**src/nvds_pkg.sv**
```systemverilog
// shared types, constants and helpers for the nearest value distance set
package nvds_pkg;

   localparam int VALUE_W    = 32;
   localparam int COST_W     = 32;
   localparam int TOTAL_W    = 64;
   localparam int TREE_FANIN = 16;

   // broadcast from the sequencer to every cell
   typedef struct packed {
      logic signed [VALUE_W-1:0] query;
      logic                      cmp_en;
      logic                      shift_en;
      logic                      insert_en;
   } nvds_ctrl_type;

   // neighbor contribution of one cell, zero unless the cell sits on a boundary
   typedef struct packed {
      logic                      have_lo;
      logic                      have_hi;
      logic signed [VALUE_W-1:0] lo_value;
      logic signed [VALUE_W-1:0] hi_value;
   } nvds_leaf_type;

   localparam int LEAF_W = $bits(nvds_leaf_type);

   // number of registered levels of the reduction tree
   function automatic int tree_levels(int leaves);
      int     levels;
      longint span;
      levels = 0;
      span   = 1;
      while (span < leaves) begin
         span   = span * TREE_FANIN;
         levels = levels + 1;
      end
      return levels;
   endfunction

endpackage

```
**src/nvds_cell.sv**
```systemverilog
// one storage cell of the sorted chain: compare, boundary detect and shift
module nvds_cell import nvds_pkg::*; #(
   parameter int INDEX = 0,
   parameter int CNT_W = 11
) (
   input  logic                      clock,
   input  nvds_ctrl_type             ctrl,
   input  logic [CNT_W-1:0]          count,
   input  logic signed [VALUE_W-1:0] left_value,
   input  logic                      left_lt,
   input  logic                      right_lt,
   output logic signed [VALUE_W-1:0] value,
   output logic                      lt,
   output nvds_leaf_type             leaf
);

   logic signed [VALUE_W-1:0] value_ff, value_in;
   logic                      lt_ff, lt_in;
   nvds_leaf_type             leaf_ff, leaf_in;
   logic                      occupied;

   assign occupied = CNT_W'(INDEX) < count;

   always_comb begin
      lt_in    = lt_ff;
      leaf_in  = leaf_ff;
      value_in = value_ff;
      if (ctrl.cmp_en) begin
         lt_in = occupied && (value_ff < ctrl.query);
      end
      if (ctrl.shift_en) begin
         // last cell below the query, first occupied cell at or above it
         leaf_in.have_lo  = lt_ff && !right_lt;
         leaf_in.have_hi  = !lt_ff && left_lt && occupied;
         leaf_in.lo_value = leaf_in.have_lo ? value_ff : '0;
         leaf_in.hi_value = leaf_in.have_hi ? value_ff : '0;
         if (ctrl.insert_en && !lt_ff) begin
            value_in = left_lt ? ctrl.query : left_value;
         end
      end
   end

   always_ff @(posedge clock) begin
      value_ff <= value_in;
      lt_ff    <= lt_in;
      leaf_ff  <= leaf_in;
   end

   assign value = value_ff;
   assign lt    = lt_ff;
   assign leaf  = leaf_ff;

endmodule

```
**config.mk**
```make
export PLATFORM = sky130hd
export DESIGN_NAME = nvds_cell
export DESIGN_NICKNAME = d
export VERILOG_FILES = /design/src/nvds_pkg.sv /design/src/nvds_cell.sv
export SDC_FILE = /design/constraint.sdc
export NUM_CORES = 1
export LEC_CHECK = 0
export ABC_AREA = 1
export BUFFER_PORTS_ARGS = -buffer_cell sky130_fd_sc_hd__buf_2
export CAP_MARGIN = 10
export CORE_MARGIN = 10
export CORE_UTILIZATION = 45
export CTS_BUF_LIST = sky130_fd_sc_hd__clkbuf_4 sky130_fd_sc_hd__clkbuf_8 sky130_fd_sc_hd__clkbuf_16
export CTS_CLUSTER_DIAMETER = 100
export DETAILED_ROUTE_END_ITERATION = 16
export PLACE_DENSITY = 0.75
export RECOVER_POWER = 50
export SLEW_MARGIN = 15
export SYNTH_ARGS = -nofsm -noshare
export SYNTH_HDL_FRONTEND = slang
export SYNTH_SLANG_ARGS = --single-unit
```
**constraint.sdc**
```tcl
create_clock -name clock -period 6.18 [get_ports clock]
set_clock_uncertainty 0.1 [all_clocks]
set_input_delay 0.618 -clock clock [delete_from_list [all_inputs] [get_ports clock]]
set_output_delay 0.618 -clock clock [all_outputs]
set_load 0.1 [all_outputs]
```
==> impl_metrics.yaml <==
status:
  status: "complete, but fails checks"
  violations: "capacitance limit, slew limit"
pwr:
  power_density_nw_per_um2: 282
  p_leak_nw: 2.70
  vdd_drop_max_v: 0.000114
worst_setup_path:
  critPathArrivalTime_ns: 2.74
  worst-path-stages: 4
  crit_path_frequent_cell: "clkbuf_1"
  cp.required_ns: 6.09
  critPathMaxStageDelay_ns: 1.60
  worst_setup_path_end_kind: "register"
  startpoint_type: "input pin"
  critPathTopFamily: "buffers and inverters"
  cp_cell_sequence: "clkbuf_1 > clkinv_1 > clkbuf_1 > o21ai_0"
  cp_max_fo: 63
  r2r_slack_ns: 3.91
  crit_slowest_cell: "clkbuf_1"
  critPathBufInv: 3
  reg2regPathDepth: 4
  critPathKind: "input pin to register"
clock_tree:
  clock_sinks: 99
  clockRootBuffer: "clkbuf_8"
  cts_tree: "yes"
  path_clk_slew_ns: 0.09
  holdBufCountCts: 0
  post_cts_resized: 0
  post-cts-setup-buffers: 0
  clockBufferDepth: 2
  numCtsBuffers: 9
  htree_levels: 3
  worstSkewPairLatency_ns: 0.36
cells_and_area:
  num-fill-cells: 878
  nNetsFinal: 714
  multi_input_area_um2: 1250
  final_cells: 738
  drive_above_1_share: 0.243
  final_area_um2: 5720
  ff_latch_area_um2: 2970
  area_growth_pct: 25.1
grt:
  grt_pass1_wl_um: 18100
  grtUsageTotal: 0.157
  antenna_found_initial: 1
  grt.overflow.total: 0
  grt_pass1_vias: 3657
  grt_max_degree: 68
logic_synthesis:
  yosys.area.top_type: "edfxtp_1"
  synthesis.area_um2: 4570
  yosys.area.top_type_share: 0.651
  synth-seq-cells: 99
  yosysSeqAreaShare: 0.651
  ys_warn_count: 0
  synthFlopType: "edfxtp_1"
  ys_types: 16
  synth_common_cells: "edfxtp_1, nor2_1, inv_1, nand2_1, o21ai_0"
  yosys-top-cells-area: "edfxtp_1, ha_1, nor2_1"
  postSynthAreaPerCell_um2: 10.8
  post-synth-top-count-cell: "edfxtp_1"
  synth_edf_count: 99
  synth-async-reset-ratio: 0
  syn_inst: 422
  syn_nets: 534
routing:
  drt_iter0_drc: 172
  dr_total_vias: 3499
  drtPass1Iterations: 6
  routed_wl_um: 11800
  wl_per_cell_um: 16.0
  ant_nets: 0
  via_per_inst: 4.74
  drc: 0
sta:
  final_hold_viol_count: 0
  worstMarginPinSlew_ns: 2.25
  fmax_mhz: 353
  period_minus_slack_ns: 2.83
  setup_viol: 0
  fin_crit_sh: 0.458
  rsz0062_at_grt: "no"
  maxSlewHeadroom: -0.497
  fin_ws_ns: 3.35
  slew_viol_final: 64
  setup_tns_ns: 0
place:
  placedCellCount: 724
  dp_hpwl_um: 9060
  place_area_um2: 5590
  portBuffers: 179
  dpl_worst_slack_ns: 3.27
  routabilityCongestion: 0.785
hold_path:
  min_path_type: "input pin to register"
  hold_path_depth: 1
die:
  core_um2: 9820
  die_h_um: 121
  dieWidth_um: 121
  initial_utilization: 0.465
  io_pins: 180
  dieArea_um2: 14600
  row_count: 36
run:
  cap_viol_max_count: 1
-- worst reg2reg max path, cell delays in order, from the launching register on --
cell	delay, ns
edfxtp_1	0.45
inv_1	0.12
nor2_1	0.16
clkinv_1	0.86
nor2_1	0.39
-- kinds of logic after synthesis --
logic type / Yosys count / synth area share
buffers and inverters: 87 / 0.0764
adder cells (fa/ha/maj): 31 / 0.0849
flip-flops: 99 / 0.651
AND/OR/NAND/NOR: 155 / 0.133
AO/OA/AOI/OAI: 50 / 0.0548
-- per-layer routing --
layer	wire length, um	global-route usage
met1	4530	0.166
met2	6120	0.277
met3	879	0.0540
met4	303	0.0664
met5	0	0
-- sequential cells by signal (all words and copies together), names as in the netlist --
register / count
value: 32
leaf: 66
lt: 1
-- stage by stage --
step	power [mW]	hold slack, ns	utilization
2_1_floorplan	1.12	0.630	-
3_3_place_gp	1.20	0.504	0.569
3_5_place_dp	1.21	0.531	0.569
4_1_cts	1.63	0.343	0.589
5_1_grt	1.67	0.342	0.582
6_report	1.61	0.364	0.582
-- final timing paths --
| check | endpoint | startpoint |
|---|---|---|
| worst max-delay path | value[12] | left_lt |
| worst min-delay path | lt | ctrl[2] |
| worst max register to register | leaf[46] | lt |
| worst min register to register | leaf[37] | value[5] |
-- placed cells by master (no fill, tap or decap), types with 2 or more instances in the layout --
cell type / instances
a21oi_1: 15
buf_2: 130
bufinv_16: 2
clkbuf_1: 50
clkbuf_8: 9
clkinv_1: 3
edfxtp_1: 99
ha_1: 31
inv_1: 73
nand2_1: 65
nand3_1: 4
nand4_1: 2
nor2_1: 76
nor2_2: 2
nor3_1: 3
o21ai_0: 35
-- area by class of cell --
type / instances / share of cell area
clock buffer: 9 / 0.0217
tap: 133 / 0.0291
clock inverter: 4 / 0.0120
antenna: 1 / 0.000438
multi-input combinational: 236 / 0.220
sequential: 99 / 0.520
inverter: 75 / 0.0492
timing repair buffer: 181 / 0.148
-- power breakdown --
group	switching, mW	internal [mW]
Sequential	0.0141	0.780
Combinational	0.330	0.0640
Clock	0.206	0.220
Total	0.550	1.06
Power figures use the tool's default switching activity.
